==> src/rtl/core/jasc_pkg.sv <==
`default_nettype none

package jasc_pkg;

	// Item field widths
	localparam int CH_W         = 2;
	localparam int NUM_CHANNELS = 4;
	localparam int SAMPLE_BITS  = 16;
	localparam int AXIS_W       = 18;
	localparam int WEIGHT_W     = 7;
	localparam int OUT_RANGE_W  = 16;
	localparam int CALIB_W      = 48;

	// Configuration port
	localparam int CFG_IDX_W  = 3;
	localparam int CFG_DATA_W = CALIB_W;

	localparam logic [CFG_IDX_W-1:0] REG_WEIGHT  = 3'd0;
	localparam logic [CFG_IDX_W-1:0] REG_OUT_MIN = 3'd1;
	localparam logic [CFG_IDX_W-1:0] REG_OUT_MAX = 3'd2;
	localparam logic [CFG_IDX_W-1:0] REG_CALIB0  = 3'd3;
	localparam logic [CFG_IDX_W-1:0] REG_CALIB1  = 3'd4;
	localparam logic [CFG_IDX_W-1:0] REG_CALIB2  = 3'd5;
	localparam logic [CFG_IDX_W-1:0] REG_CALIB3  = 3'd6;

	// Reset values
	localparam logic [WEIGHT_W-1:0]           PCT_FULL      = 7'd100;
	localparam logic signed [OUT_RANGE_W-1:0] OUT_MIN_RESET = -16'sd32767;
	localparam logic signed [OUT_RANGE_W-1:0] OUT_MAX_RESET = 16'sd32767;
	localparam logic [CALIB_W-1:0]            CALIB_RESET   = 48'hFFFF_7FFF_0000;
	localparam logic [SAMPLE_BITS-1:0]        SMOOTH_RESET  = 16'h7FFF;

	// Shared divider
	localparam int DIVIDEND_W = 32;
	localparam int DIVISOR_W  = 16;
	localparam int DIV_CNT_W  = $clog2(DIVIDEND_W);

	// Mapping arithmetic
	localparam int SEG_W  = SAMPLE_BITS + 2;
	localparam int PROD_W = 35;
	localparam int ACC_W  = 23;
	localparam int RES_W  = 34;

	localparam logic signed [RES_W-1:0] AXIS_MAX_RES = 34'sd131071;
	localparam logic signed [RES_W-1:0] AXIS_MIN_RES = -34'sd131072;
	localparam logic [AXIS_W-1:0]       AXIS_MAX_VAL = 18'h1FFFF;
	localparam logic [AXIS_W-1:0]       AXIS_MIN_VAL = 18'h20000;

	typedef struct packed {
		logic                  start;
		logic [DIVIDEND_W-1:0] dividend;
		logic [DIVISOR_W-1:0]  divisor;
	} div_req_t;

	typedef struct packed {
		logic                  busy;
		logic                  done;
		logic [DIVIDEND_W-1:0] quotient;
	} div_rsp_t;

endpackage

`default_nettype wire

==> src/rtl/core/jasc_div.sv <==
`default_nettype none

module jasc_div (
	input  wire logic               clk,
	input  wire logic               arst_n,
	input  wire jasc_pkg::div_req_t req,
	output jasc_pkg::div_rsp_t      rsp
);
	import jasc_pkg::*;

	localparam logic [DIV_CNT_W-1:0] CNT_LAST = DIV_CNT_W'(DIVIDEND_W - 1);

	logic                  busy_q;
	logic                  done_q;
	logic [DIV_CNT_W-1:0]  cnt_q;
	logic [DIVISOR_W-1:0]  rem_q;
	logic [DIVISOR_W-1:0]  dvs_q;
	logic [DIVIDEND_W-1:0] quo_q;
	logic [DIVISOR_W:0]    shifted;
	logic [DIVISOR_W:0]    trial;

	// Shift in the next dividend bit and try the subtract
	always_comb begin
		shifted = {rem_q, quo_q[DIVIDEND_W-1]};
		trial   = shifted - {1'b0, dvs_q};
	end

	// Count one quotient bit per cycle
	always_ff @(posedge clk or negedge arst_n) begin
		if (!arst_n) begin
			busy_q <= 1'b0;
			done_q <= 1'b0;
			cnt_q  <= '0;
		end else begin
			done_q <= 1'b0;
			if (req.start) begin
				busy_q <= 1'b1;
				cnt_q  <= '0;
			end else if (busy_q) begin
				cnt_q <= cnt_q + 1'b1;
				if (cnt_q == CNT_LAST) begin
					busy_q <= 1'b0;
					done_q <= 1'b1;
				end
			end
		end
	end

	// Restoring division datapath
	always_ff @(posedge clk) begin
		if (req.start) begin
			rem_q <= '0;
			quo_q <= req.dividend;
			dvs_q <= req.divisor;
		end else if (busy_q) begin
			if (!trial[DIVISOR_W]) begin
				rem_q <= trial[DIVISOR_W-1:0];
				quo_q <= {quo_q[DIVIDEND_W-2:0], 1'b1};
			end else begin
				rem_q <= shifted[DIVISOR_W-1:0];
				quo_q <= {quo_q[DIVIDEND_W-2:0], 1'b0};
			end
		end
	end

	assign rsp.busy     = busy_q;
	assign rsp.done     = done_q;
	assign rsp.quotient = quo_q;

	a_start_busy: assert property (@(posedge clk) disable iff (!arst_n)
		req.start |=> rsp.busy)
		else $error("divider did not go busy after start");

	a_done_pulse: assert property (@(posedge clk) disable iff (!arst_n)
		rsp.done |=> !rsp.done)
		else $error("divider done held longer than one cycle");

	a_fell_done: assert property (@(posedge clk) disable iff (!arst_n)
		$fell(rsp.busy) |-> rsp.done)
		else $error("divider left busy without done");

endmodule

`default_nettype wire

==> src/rtl/core/joystick_axis_smooth_calibrate_core.sv <==
`default_nettype none

// Joystick axis smoothing and calibration. Each item on the slave stream is one
// ADC sample with its channel in tuser; each produces exactly one calibrated
// axis value on the master stream, in order. With a smoothing weight below 100
// an item takes two passes of one shared 32-step shift-subtract divider, each
// a start, one quotient bit per cycle and a done. The shared multiplier works
// before each divide and the segment select before the second; the result is
// then loaded into the output register and the next item is taken. With the
// weight at 100 or above smoothing is skipped. A zero-width calibration
// segment skips the second divide, so the result is ready in the cycle after
// the segment select. The block takes no new item until the current one has
// been handed to the output register, which holds one finished result while
// the next item is worked on; a stalled master stream holds the finished item
// in the block and so holds off the next one. Write configuration only while
// no item is in flight; writes are never held off.
module joystick_axis_smooth_calibrate_core (
	input  wire logic                                    clk,
	input  wire logic                                    arst_n,
	// Configuration write port
	input  wire logic                                    cfg_we,
	input  wire logic [jasc_pkg::CFG_IDX_W-1:0]          cfg_index,
	input  wire logic [jasc_pkg::CFG_DATA_W-1:0]         cfg_data,
	// Sample stream
	input  wire logic                                    s_tvalid,
	output logic                                         s_tready,
	input  wire logic [jasc_pkg::SAMPLE_BITS-1:0]        s_tdata,  // [15:0] sample
	input  wire logic [jasc_pkg::CH_W-1:0]               s_tuser,  // [1:0] channel
	// Axis stream
	output logic                                         m_tvalid,
	input  wire logic                                    m_tready,
	output logic [23:0]                                  m_tdata,  // [17:0] axis_value
	output logic [2:0]                                   m_tuser   // [1:0] axis_channel, [2] calib_fault
);
	import jasc_pkg::*;

	typedef enum logic [9:0] {
		ST_IDLE  = 10'b00_0000_0001,
		ST_MUL1  = 10'b00_0000_0010,
		ST_MUL2  = 10'b00_0000_0100,
		ST_DIV1  = 10'b00_0000_1000,
		ST_WAIT1 = 10'b00_0001_0000,
		ST_MAP   = 10'b00_0010_0000,
		ST_MUL3  = 10'b00_0100_0000,
		ST_DIV2  = 10'b00_1000_0000,
		ST_WAIT2 = 10'b01_0000_0000,
		ST_OUT   = 10'b10_0000_0000
	} state_t;

	state_t state_q;

	// Configuration registers
	logic [WEIGHT_W-1:0]           weight_q;
	logic signed [OUT_RANGE_W-1:0] out_min_q;
	logic signed [OUT_RANGE_W-1:0] out_max_q;
	logic [CALIB_W-1:0]            calib_q [NUM_CHANNELS];

	// Per-channel smoothing state
	logic [SAMPLE_BITS-1:0] smooth_q [NUM_CHANNELS];

	// Item in flight
	logic [CH_W-1:0]        ch_q;
	logic [SAMPLE_BITS-1:0] v_q;
	logic [SAMPLE_BITS-1:0] cmin_q;
	logic [SAMPLE_BITS-1:0] cmid_q;
	logic [SAMPLE_BITS-1:0] cmax_q;
	logic signed [PROD_W-1:0] prod_q;
	logic [ACC_W-1:0]       acc_q;
	logic signed [SEG_W-1:0] diff_q;
	logic signed [SEG_W-1:0] den_q;
	logic signed [SEG_W-1:0] base_q;
	logic                   sign_q;
	logic [AXIS_W-1:0]      res_q;
	logic                   fault_q;

	// Output register
	logic                   m_tvalid_q;
	logic [CH_W-1:0]        m_chan_q;
	logic [AXIS_W-1:0]      m_val_q;
	logic                   m_fault_q;

	logic                   in_accept;
	logic                   out_free;
	logic                   bypass;

	logic signed [SEG_W-2:0]       span;
	logic signed [SEG_W-2:0]       span_adj;
	logic signed [OUT_RANGE_W-1:0] md;

	logic signed [SEG_W-1:0]   mul_a;
	logic signed [SEG_W-2:0]   mul_b;
	logic signed [PROD_W-1:0]  mul_p;

	logic signed [SEG_W-1:0]   v_ext;
	logic signed [SEG_W-1:0]   cmin_ext;
	logic signed [SEG_W-1:0]   cmid_ext;
	logic signed [SEG_W-1:0]   cmax_ext;
	logic                      upper;
	logic signed [SEG_W-1:0]   seg_diff;
	logic signed [SEG_W-1:0]   seg_den;
	logic signed [SEG_W-1:0]   seg_base;

	logic signed [PROD_W-1:0]  num_mag;
	logic signed [SEG_W-1:0]   den_mag;
	logic signed [RES_W-1:0]   q_mag;
	logic signed [RES_W-1:0]   q_sgn;
	logic signed [RES_W-1:0]   res_full;
	logic [AXIS_W-1:0]         res_sat;

	div_req_t div_req;
	div_rsp_t div_rsp;

	assign in_accept = s_tvalid && s_tready;
	assign out_free  = !m_tvalid_q || m_tready;
	assign bypass    = (weight_q >= PCT_FULL);

	// Half of the output span, truncated toward zero
	always_comb begin
		span     = {out_max_q[OUT_RANGE_W-1], out_max_q} - {out_min_q[OUT_RANGE_W-1], out_min_q};
		span_adj = span + {{(SEG_W-2){1'b0}}, span[SEG_W-2]};
		md       = span_adj[SEG_W-2:1];
	end

	// Shared multiplier operand selection
	always_comb begin
		case (state_q)
			ST_MUL1: begin
				mul_a = {2'b00, v_q};
				mul_b = {{(SEG_W-1-WEIGHT_W){1'b0}}, weight_q};
			end
			ST_MUL2: begin
				mul_a = {2'b00, smooth_q[ch_q]};
				mul_b = {{(SEG_W-1-WEIGHT_W){1'b0}}, PCT_FULL - weight_q};
			end
			default: begin
				mul_a = diff_q;
				mul_b = {md[OUT_RANGE_W-1], md};
			end
		endcase
		mul_p = mul_a * mul_b;
	end

	// Pick the calibration segment
	always_comb begin
		v_ext    = {2'b00, v_q};
		cmin_ext = {2'b00, cmin_q};
		cmid_ext = {2'b00, cmid_q};
		cmax_ext = {2'b00, cmax_q};
		upper    = (v_q > cmid_q);
		if (upper) begin
			seg_diff = v_ext - cmid_ext;
			seg_den  = cmax_ext - cmid_ext;
			seg_base = {{2{out_min_q[OUT_RANGE_W-1]}}, out_min_q} +
			           {{2{md[OUT_RANGE_W-1]}}, md};
		end else begin
			seg_diff = v_ext - cmin_ext;
			seg_den  = cmid_ext - cmin_ext;
			seg_base = {{2{out_min_q[OUT_RANGE_W-1]}}, out_min_q};
		end
	end

	// Sign-magnitude operands for the mapping divide, and the final sum
	always_comb begin
		num_mag  = prod_q[PROD_W-1] ? -prod_q : prod_q;
		den_mag  = den_q[SEG_W-1] ? -den_q : den_q;
		q_mag    = {{(RES_W-DIVIDEND_W){1'b0}}, div_rsp.quotient};
		q_sgn    = sign_q ? -q_mag : q_mag;
		res_full = {{(RES_W-SEG_W){base_q[SEG_W-1]}}, base_q} + q_sgn;
		if (res_full > AXIS_MAX_RES) begin
			res_sat = AXIS_MAX_VAL;
		end else if (res_full < AXIS_MIN_RES) begin
			res_sat = AXIS_MIN_VAL;
		end else begin
			res_sat = res_full[AXIS_W-1:0];
		end
	end

	// Divider requests: smoothing by the percent base, then the segment divide
	always_comb begin
		div_req.start = (state_q == ST_DIV1) || (state_q == ST_DIV2);
		if (state_q == ST_DIV2) begin
			div_req.dividend = num_mag[DIVIDEND_W-1:0];
			div_req.divisor  = den_mag[DIVISOR_W-1:0];
		end else begin
			div_req.dividend = {{(DIVIDEND_W-ACC_W){1'b0}}, acc_q};
			div_req.divisor  = {{(DIVISOR_W-WEIGHT_W){1'b0}}, PCT_FULL};
		end
	end

	jasc_div u_div (
		.clk    (clk),
		.arst_n (arst_n),
		.req    (div_req),
		.rsp    (div_rsp)
	);

	// Configuration register writes
	always_ff @(posedge clk or negedge arst_n) begin
		if (!arst_n) begin
			weight_q  <= PCT_FULL;
			out_min_q <= OUT_MIN_RESET;
			out_max_q <= OUT_MAX_RESET;
			for (int i = 0; i < NUM_CHANNELS; i++) begin
				calib_q[i] <= CALIB_RESET;
			end
		end else if (cfg_we) begin
			unique case (cfg_index)
				REG_WEIGHT:  weight_q   <= cfg_data[WEIGHT_W-1:0];
				REG_OUT_MIN: out_min_q  <= cfg_data[OUT_RANGE_W-1:0];
				REG_OUT_MAX: out_max_q  <= cfg_data[OUT_RANGE_W-1:0];
				REG_CALIB0:  calib_q[0] <= cfg_data;
				REG_CALIB1:  calib_q[1] <= cfg_data;
				REG_CALIB2:  calib_q[2] <= cfg_data;
				REG_CALIB3:  calib_q[3] <= cfg_data;
				default: ;
			endcase
		end
	end

	// Store the smoothed value when the smoothing divide finishes
	always_ff @(posedge clk or negedge arst_n) begin
		if (!arst_n) begin
			for (int i = 0; i < NUM_CHANNELS; i++) begin
				smooth_q[i] <= SMOOTH_RESET;
			end
		end else if (state_q == ST_WAIT1 && div_rsp.done) begin
			smooth_q[ch_q] <= div_rsp.quotient[SAMPLE_BITS-1:0];
		end
	end

	// Sequencer
	always_ff @(posedge clk or negedge arst_n) begin
		if (!arst_n) begin
			state_q <= ST_IDLE;
		end else begin
			unique case (state_q)
				ST_IDLE:  if (in_accept) state_q <= bypass ? ST_MAP : ST_MUL1;
				ST_MUL1:  state_q <= ST_MUL2;
				ST_MUL2:  state_q <= ST_DIV1;
				ST_DIV1:  state_q <= ST_WAIT1;
				ST_WAIT1: if (div_rsp.done) state_q <= ST_MAP;
				ST_MAP:   state_q <= (seg_den == '0) ? ST_OUT : ST_MUL3;
				ST_MUL3:  state_q <= ST_DIV2;
				ST_DIV2:  state_q <= ST_WAIT2;
				ST_WAIT2: if (div_rsp.done) state_q <= ST_OUT;
				ST_OUT:   if (out_free) state_q <= ST_IDLE;
				default:  state_q <= ST_IDLE;
			endcase
		end
	end

	// Item datapath registers
	always_ff @(posedge clk) begin
		case (state_q)
			ST_IDLE: begin
				ch_q   <= s_tuser;
				v_q    <= s_tdata;
				cmin_q <= calib_q[s_tuser][15:0];
				cmid_q <= calib_q[s_tuser][31:16];
				cmax_q <= calib_q[s_tuser][47:32];
			end
			ST_MUL1: prod_q <= mul_p;
			ST_MUL2: acc_q  <= prod_q[ACC_W-1:0] + mul_p[ACC_W-1:0];
			ST_WAIT1: begin
				if (div_rsp.done) begin
					v_q <= div_rsp.quotient[SAMPLE_BITS-1:0];
				end
			end
			ST_MAP: begin
				diff_q <= seg_diff;
				den_q  <= seg_den;
				base_q <= seg_base;
				// Zero-width segment reports the low end and flags it
				res_q   <= {{(AXIS_W-OUT_RANGE_W){out_min_q[OUT_RANGE_W-1]}}, out_min_q};
				fault_q <= (seg_den == '0);
			end
			ST_MUL3: prod_q <= mul_p;
			ST_DIV2: sign_q <= prod_q[PROD_W-1] ^ den_q[SEG_W-1];
			ST_WAIT2: begin
				if (div_rsp.done) begin
					res_q <= res_sat;
				end
			end
			default: ;
		endcase
	end

	// Output register: load a finished item, drop it once taken
	always_ff @(posedge clk or negedge arst_n) begin
		if (!arst_n) begin
			m_tvalid_q <= 1'b0;
		end else if (state_q == ST_OUT && out_free) begin
			m_tvalid_q <= 1'b1;
		end else if (m_tready) begin
			m_tvalid_q <= 1'b0;
		end
	end

	always_ff @(posedge clk) begin
		if (state_q == ST_OUT && out_free) begin
			m_chan_q  <= ch_q;
			m_val_q   <= res_q;
			m_fault_q <= fault_q;
		end
	end

	assign s_tready = (state_q == ST_IDLE);
	assign m_tvalid = m_tvalid_q;
	assign m_tdata  = {{(24-AXIS_W){1'b0}}, m_val_q};
	assign m_tuser  = {m_fault_q, m_chan_q};

	a_idle_div: assert property (@(posedge clk) disable iff (!arst_n)
		(state_q == ST_IDLE) |-> !div_rsp.busy)
		else $error("divider busy while no item is in flight");

	a_done_wait: assert property (@(posedge clk) disable iff (!arst_n)
		div_rsp.done |-> (state_q == ST_WAIT1 || state_q == ST_WAIT2))
		else $error("divider finished outside a wait state");

	a_load_out: assert property (@(posedge clk) disable iff (!arst_n)
		$rose(m_tvalid_q) |-> $past(state_q == ST_OUT))
		else $error("output loaded without a finished item");

endmodule

`default_nettype wire
==> config.mk <==
export PLATFORM = sky130hd
export DESIGN_NAME = joystick_axis_smooth_calibrate_core
export DESIGN_NICKNAME = d
export VERILOG_FILES = /design/src/rtl/core/jasc_pkg.sv /design/src/rtl/core/jasc_div.sv /design/src/rtl/core/joystick_axis_smooth_calibrate_core.sv
export SDC_FILE = /design/constraint.sdc
export NUM_CORES = 2
export LEC_CHECK = 0
export CAP_MARGIN = 20
export CORE_ASPECT_RATIO = 0.75
export CORE_UTILIZATION = 60
export DETAILED_ROUTE_END_ITERATION = 12
export DONT_BUFFER_PORTS = 1
export GPL_TIMING_DRIVEN = 1
export PLACE_DENSITY = 0.76
export RECOVER_POWER = 50
export SETUP_SLACK_MARGIN = 0.3
export SLEW_MARGIN = 10
export SYNTH_ARGS = -nofsm -noshare
export SYNTH_HDL_FRONTEND = slang
export SYNTH_SLANG_ARGS = --single-unit
==> constraint.sdc <==
create_clock -name clk -period 11.4 [get_ports clk]
set_input_delay 1.14 -clock clk [delete_from_list [all_inputs] [get_ports clk]]
set_output_delay 1.14 -clock clk [all_outputs]
set_load 0.1 [all_outputs]
After elaboration in Yosys (flattened, before gate mapping)

Cells that the tools add are included.

Multiply operators: 1
Eq/ne operators: 21
Order comparisons: 7
Reduce and logical (&&, ||, !) cells: 24
Muxes and demuxes: 45
$add $sub $neg: 15
Bitwise operators: 3

Operator list:

| kind                                                            | count |
|---|---|
| 2-to-1 mux 48 bit                                               | 3 |
| 2-to-1 mux 18 bit                                               | 6 |
| case mux 10 bit (10 select lines)                               | 1 |
| binary-select mux 48 bit (select 2 bit)                         | 1 |
| 2-to-1 mux 16 bit                                               | 6 |
| 2-to-1 mux 32 bit                                               | 3 |
| subtractor 16 x 16 -> 17 bit                                    | 5 |
| case mux 18 bit (2 select lines)                                | 2 |
| bitwise mux 64 bit                                              | 1 |
| 2-to-1 mux 10 bit                                               | 5 |
| multiplier 18 x 17 -> 35 bit                                    | 1 |
| adder 34 bit                                                    | 1 |
| greater-than comparator 34 x 18 -> 1 bit, second input constant | 1 |
| < comparator 34 x 18 -> 1 bit, second input constant            | 1 |
| 2-to-1 mux 34 bit                                               | 1 |
| negator 32 -> 34 bit                                            | 1 |
| case mux 17 bit (2 select lines)                                | 1 |
| binary-select mux 16 bit (select 2 bit)                         | 1 |
| demux 16 bit (select 2 bit)                                     | 1 |
| negator 32 bit                                                  | 1 |
| case mux 16 bit (2 select lines)                                | 1 |
| adder 23 bit                                                    | 1 |
| zero test 18 bit                                                | 1 |
| AND reduction 2 bit                                             | 9 |
| other kinds (38)                                                | 61 |

Output and inout bits: 29
Bits in registers: 596
Bits of input ports: 74
Logic and storage cells: 151

Depth between registers and ports, before layout

Word-level depth: 8
Gate-level depth with buffers: 47

Hierarchy

From an unflattened synthesis, not the netlist that was laid out.

Cells, all modules: 4142
Area total of the unflattened synthesis: 44825.5 µm²

By module, submodules not included:

| module                              | area an instance (µm²) | cells an instance | instances |
|---|---|---|---|
| joystick_axis_smooth_calibrate_core | 41075.6                | 3820              | 1 |
| jasc_div                            | 3749.8                 | 322               | 1 |

Worst setup path after synthesis

OpenSTA, ideal clock, no wires.

Path type: reg2reg
Start point: register out_min_q[0]
End point: register acc_q[22] (data pin)
Cell stages (with the launch flop): 45
Path slack: 1.199 ns
Library setup time: 0.260 ns
Required time: 11.140 ns
Arrival time: 9.942 ns
Cell sequence: dfstp_2 > ha_1 > fa_1 > nand2b_1 > a21boi_0 > o21ai_0 > a21oi_1 > o21ai_0 > a21o_1 > and2_1 > o211ai_1 > and2_1 > nor2_1 > ha_1 > or3b_2 > a2111oi_0 > o2111a_1 > nand3_1 > [9 not listed] > fa_1 > inv_1 > fa_1 > inv_1 > ha_1 > a21boi_0 > a41oi_1 > nand2b_1 > a21oi_1 > o21bai_1 > a21oi_1 > xnor2_1 > ha_1 > a21bo_2 > o21ai_0 > o21a_1 > nor2_1 > xnor2_1

Word-level cells in the longest chain between the ends: 5

RTL lines:

| item                             | line                                       | source |
|---|---|---|
| from (decl)                      | joystick_axis_smooth_calibrate_core.sv:54  | `logic signed [OUT_RANGE_W-1:0] out_min_q;` |
| from (signal assigned)           | joystick_axis_smooth_calibrate_core.sv:209 | `REG_OUT_MIN: out_min_q <= cfg_data[OUT_RANGE_W-1:0];` |
| subtractor 16 x 16 -> 17 bit     | joystick_axis_smooth_calibrate_core.sv:119 | `span = {out_max_q[OUT_RANGE_W-1], out_max_q} - {out_min_q[OUT_RANGE_W-1], out_min_q};` |
| adder 17 x 1 -> 17 bit           | joystick_axis_smooth_calibrate_core.sv:120 | `span_adj = span + {{(SEG_W-2){1'b0}}, span[SEG_W-2]};` |
| case mux 17 bit (2 select lines) | joystick_axis_smooth_calibrate_core.sv:126 | `case (state_q)` |
| multiplier 18 x 17 -> 35 bit     | joystick_axis_smooth_calibrate_core.sv:140 | `mul_p = mul_a * mul_b;` |
| named net mul_p[20]              | joystick_axis_smooth_calibrate_core.sv:92  | `logic signed [PROD_W-1:0] mul_p;` |
| adder 23 bit                     | joystick_axis_smooth_calibrate_core.sv:263 | `ST_MUL2: acc_q <= prod_q[ACC_W-1:0] + mul_p[ACC_W-1:0];` |
| to (signal assigned)             | joystick_axis_smooth_calibrate_core.sv:263 |  |
| to (decl)                        | joystick_axis_smooth_calibrate_core.sv:68  | `logic [ACC_W-1:0] acc_q;` |

The timed path passes the listed nets, and every way through them passes these cells.
A chain may end at the register's enable or synchronous reset.

Final worst setup path

Start point: register out_max_q[0]
End point: register acc_q[22] (data pin)

Word-level cells in the longest chain between the ends: 5

RTL lines:

| item                             | line                                       | source |
|---|---|---|
| from (decl)                      | joystick_axis_smooth_calibrate_core.sv:55  | `logic signed [OUT_RANGE_W-1:0] out_max_q;` |
| from (signal assigned)           | joystick_axis_smooth_calibrate_core.sv:210 | `REG_OUT_MAX: out_max_q <= cfg_data[OUT_RANGE_W-1:0];` |
| subtractor 16 x 16 -> 17 bit     | joystick_axis_smooth_calibrate_core.sv:119 |  |
| adder 17 x 1 -> 17 bit           | joystick_axis_smooth_calibrate_core.sv:120 |  |
| case mux 17 bit (2 select lines) | joystick_axis_smooth_calibrate_core.sv:126 |  |
| multiplier 18 x 17 -> 35 bit     | joystick_axis_smooth_calibrate_core.sv:140 |  |
| named net mul_p[20]              | joystick_axis_smooth_calibrate_core.sv:92  |  |
| adder 23 bit                     | joystick_axis_smooth_calibrate_core.sv:263 |  |

The timed path passes the listed nets, and every way through them passes these cells.

==> results.sh <==
export IMPL_rsz0062_at_grt="yes"
export IMPL_die_y_um=238
export IMPL_postRouteAntennaNets=0
export IMPL_min_period_ns=10.63
export IMPL_seq_area_um2=16300
export IMPL_postSynthAreaPerCell_um2=10.7
export IMPL_tightestPinTransition_ns=3.47
export IMPL_synth_ff_type="edfxtp_1"
export IMPL_fill_cells=5654
export IMPL_io_pins=103
export IMPL_synth_area_leader_cell="edfxtp_1"
export IMPL_worst_path_max_fanout=6
export IMPL_maxSlewViolCount=190
export IMPL_yosys_area_top_type_share_pct=17.6
export IMPL_outcome="finished with violations"
export IMPL_worstReg2RegEnd="acc_q[22]$_DFFE_PN_"
export IMPL_yosysUniqueCellTypes=84
export IMPL_post_route_period_util_pct=93.2
export IMPL_grt_max_degree=314
export IMPL_relSlewSlack_pct=-131
export IMPL_wl_per_cell_um=23.2
export IMPL_finalSetupTns_ns=0
export IMPL_cts_buffers_inserted=59
export IMPL_crit_family="adder cells"
export IMPL_ctsHoldBuffers=0
export IMPL_coreArea_um2=73600
export IMPL_die_width_um=317
export IMPL_dieArea_um2=75600
export IMPL_syn_to_final_growth_pct=7.35
export IMPL_drive_gt1_share_pct=19.0
export IMPL_cts_htree_levels=2
export IMPL_yosysMostFrequentCell="inv_1"
export IMPL_cp_start_kind="flip-flop"
export IMPL_cpMostUsedCell="fa_1"
export IMPL_synth_edf_count=262
export IMPL_synth_seq_area_share_pct=36.4
export IMPL_start_util_pct=60.7
export IMPL_clockBufferDepth=3
export IMPL_grt_overflow=0
export IMPL_synth_area_um2=44700
export IMPL_multi_input_area_um2=26200
export IMPL_ys_async_sr_fraction_pct=53.0
export IMPL_syn_inst=4173
export IMPL_dr_total_vias=32208
export IMPL_hold_viol=0
export IMPL_drv_cap=5
export IMPL_drt_first_pass_iters=6
export IMPL_r2r_start="out_max_q[0]$_DFFE_PN1P_"
export IMPL_cp_slowest_cell="fa_1"
export IMPL_finalSetupViolCount=0
export IMPL_arrival_ns=11.00
export IMPL_port_buffers=0
export IMPL_path_class="reg2reg"
export IMPL_fin_nets=4806
export IMPL_route_detailed_drc=0
export IMPL_clkTransAtPathRegs_ns=0.07
export IMPL_row_count=86
export IMPL_hold_class="in2async"
export IMPL_yosys_warnings=0
export IMPL_finish_utilization_pct=65.2
export IMPL_grt_pass1_wl_mm=187
export IMPL_viasPerCell=6.21
export IMPL_cp_required_ns=11.77
export IMPL_synth_area_leaders="edfxtp_1, fa_1, dfstp_2, mux2_2, ha_1"
export IMPL_routed_wl_mm=120
export IMPL_antenna_found_initial=12
export IMPL_violations="capacitance limit, slew limit"
export IMPL_ys_top_cells_by_count="inv_1, nand2_1, nor2_1"
export IMPL_clock_sinks=591
export IMPL_cts_root_buf="clkbuf_16"
export IMPL_ys_seq_elements=591
export IMPL_finClkSkew_ns=0.0473
export IMPL_dp_hpwl_mm=92.6
export IMPL_r2r_cells=42
export IMPL_cp_slowest_stage_delay_ns=0.58
export IMPL_path_buf_inv=6
export IMPL_ff2ff_setup_slack_ns=0.77
export IMPL_grt_pass1_vias=31796
export IMPL_crit_path_end_kind="flip-flop"
export IMPL_track_usage_pct=32.6
export IMPL_timing_fmax_ghz=0.0941
export IMPL_drt_iter0_markers=3619
export IMPL_cts_tree="built"
export IMPL_place_congestion=0.993
export IMPL_clk_latency_ns=0.66
## sequential cells by signal, summed over array words and instances (netlist names), 17 cells and up
name	cells
acc_q	23
base_q	17
calib_q	192
den_q	17
diff_q	17
m_val_q	18
prod_q	33
res_q	18
smooth_q	64
u_div.quo_q	32
## placed cells by master, fill, tap and decap left out, types with 21 or more instances in the layout
cell and count:
clkbuf_1 26, dfstp_2 205, a31oi_1 33, inv_1 466, nor2_1 326, xor2_1 81
edfxtp_1 262, ha_1 257, or2_2 25, or3_1 29, xnor2_1 162, a21oi_1 152
buf_4 75, mux2_2 288, dfrtp_1 108, nand2b_1 36, nand4_1 21, a21o_1 48
and2_1 30, o21a_1 24, nand3_1 64, nor3_1 48, a221oi_1 21, mux2i_1 27
o31ai_1 32, fa_1 310, a211oi_1 25, clkbuf_16 59, and3_1 50, o21ai_0 171
mux4_2 64, nand2_1 346, nor2b_1 22, o211ai_1 21
## metrics by stage
stage               instance area [um2]  hold WS [ns]  instances  worst slack [ns]
global route                      48000         0.198       5183             0.213
finish                            48000         0.216       5188             0.771
floorplan                         44700         0.400       4178              1.20
detailed placement                45900         0.405       5065             0.391
CTS                               47900         0.174       5176             0.323
global placement                  45900         0.401       5065             0.491
## cells by family after synthesis
| kind of cell | Yosys count | synth area share (%) |
|---|---|---|
| flops | 591 | 36.4 |
| other cells | 1 | 0.00839 |
| mux | 381 | 11.1 |
| xor+xnor | 248 | 4.86 |
| compound gates | 668 | 9.67 |
| fa+ha+maj | 570 | 21.2 |
| simple gates | 1080 | 11.3 |
| buf+inv | 634 | 5.44 |
## repair_timing
item                                    in CTS  in global routing
endpoints found under the setup margin       1                 12
pin swaps                                    0                  8
gates resized for setup                      1                 27
setup buffers                                0                  3
hold endpoints to repair                     0                  0
## layer usage
layer	vias up	routed length, um	global-route usage, %
met4	10	3730	8.60
li1	14427	-	-
met2	1436	51100	47.5
met5	-	63	0
met1	16086	51100	47.4
met3	249	14500	9.85
## worst max-delay path by stage
stage | startpoint | to | slack, ns | cells past startpoint
2_1_floorplan | out_min_q[0]$_DFFE_PN1P_ | acc_q[22]$_DFFE_PN_ | 1.20 | 44
3_3_place_gp | out_min_q[0]$_DFFE_PN1P_ | acc_q[22]$_DFFE_PN_ | 0.49 | 43
3_5_place_dp | out_min_q[0]$_DFFE_PN1P_ | acc_q[22]$_DFFE_PN_ | 0.39 | 42
4_1_cts | out_max_q[0]$_DFFE_PN1P_ | acc_q[22]$_DFFE_PN_ | 0.32 | 43
5_1_grt | out_min_q[0]$_DFFE_PN1P_ | acc_q[22]$_DFFE_PN_ | 0.21 | 42
6_report | out_max_q[0]$_DFFE_PN1P_ | acc_q[22]$_DFFE_PN_ | 0.77 | 42
## cell type report
| cell class | instances | area share (%) |
|---|---|---|
| sequential | 591 | 33.9 |
| clock inverter | 26 | 0.561 |
| clock buffer | 85 | 3.45 |
| tap | 968 | 2.52 |
| multi-input combinational | 2953 | 54.5 |
| inverter | 473 | 3.70 |
| timing repair buffer | 84 | 1.29 |
| antenna | 8 | 0.0417 |
## worst register-to-register path, delay by kind of cell (launching register included)
kind	cells	cell delay (ns)
compound gates	17	3.32
xor+xnor	3	0.81
fa+ha+maj	10	4.15
buf+inv	6	0.82
flops	1	0.51
simple gates	6	0.70
Power is left out: the tool's default activity adds up to more than one toggle a clock period on the data nets, which glitch-free logic cannot reach.
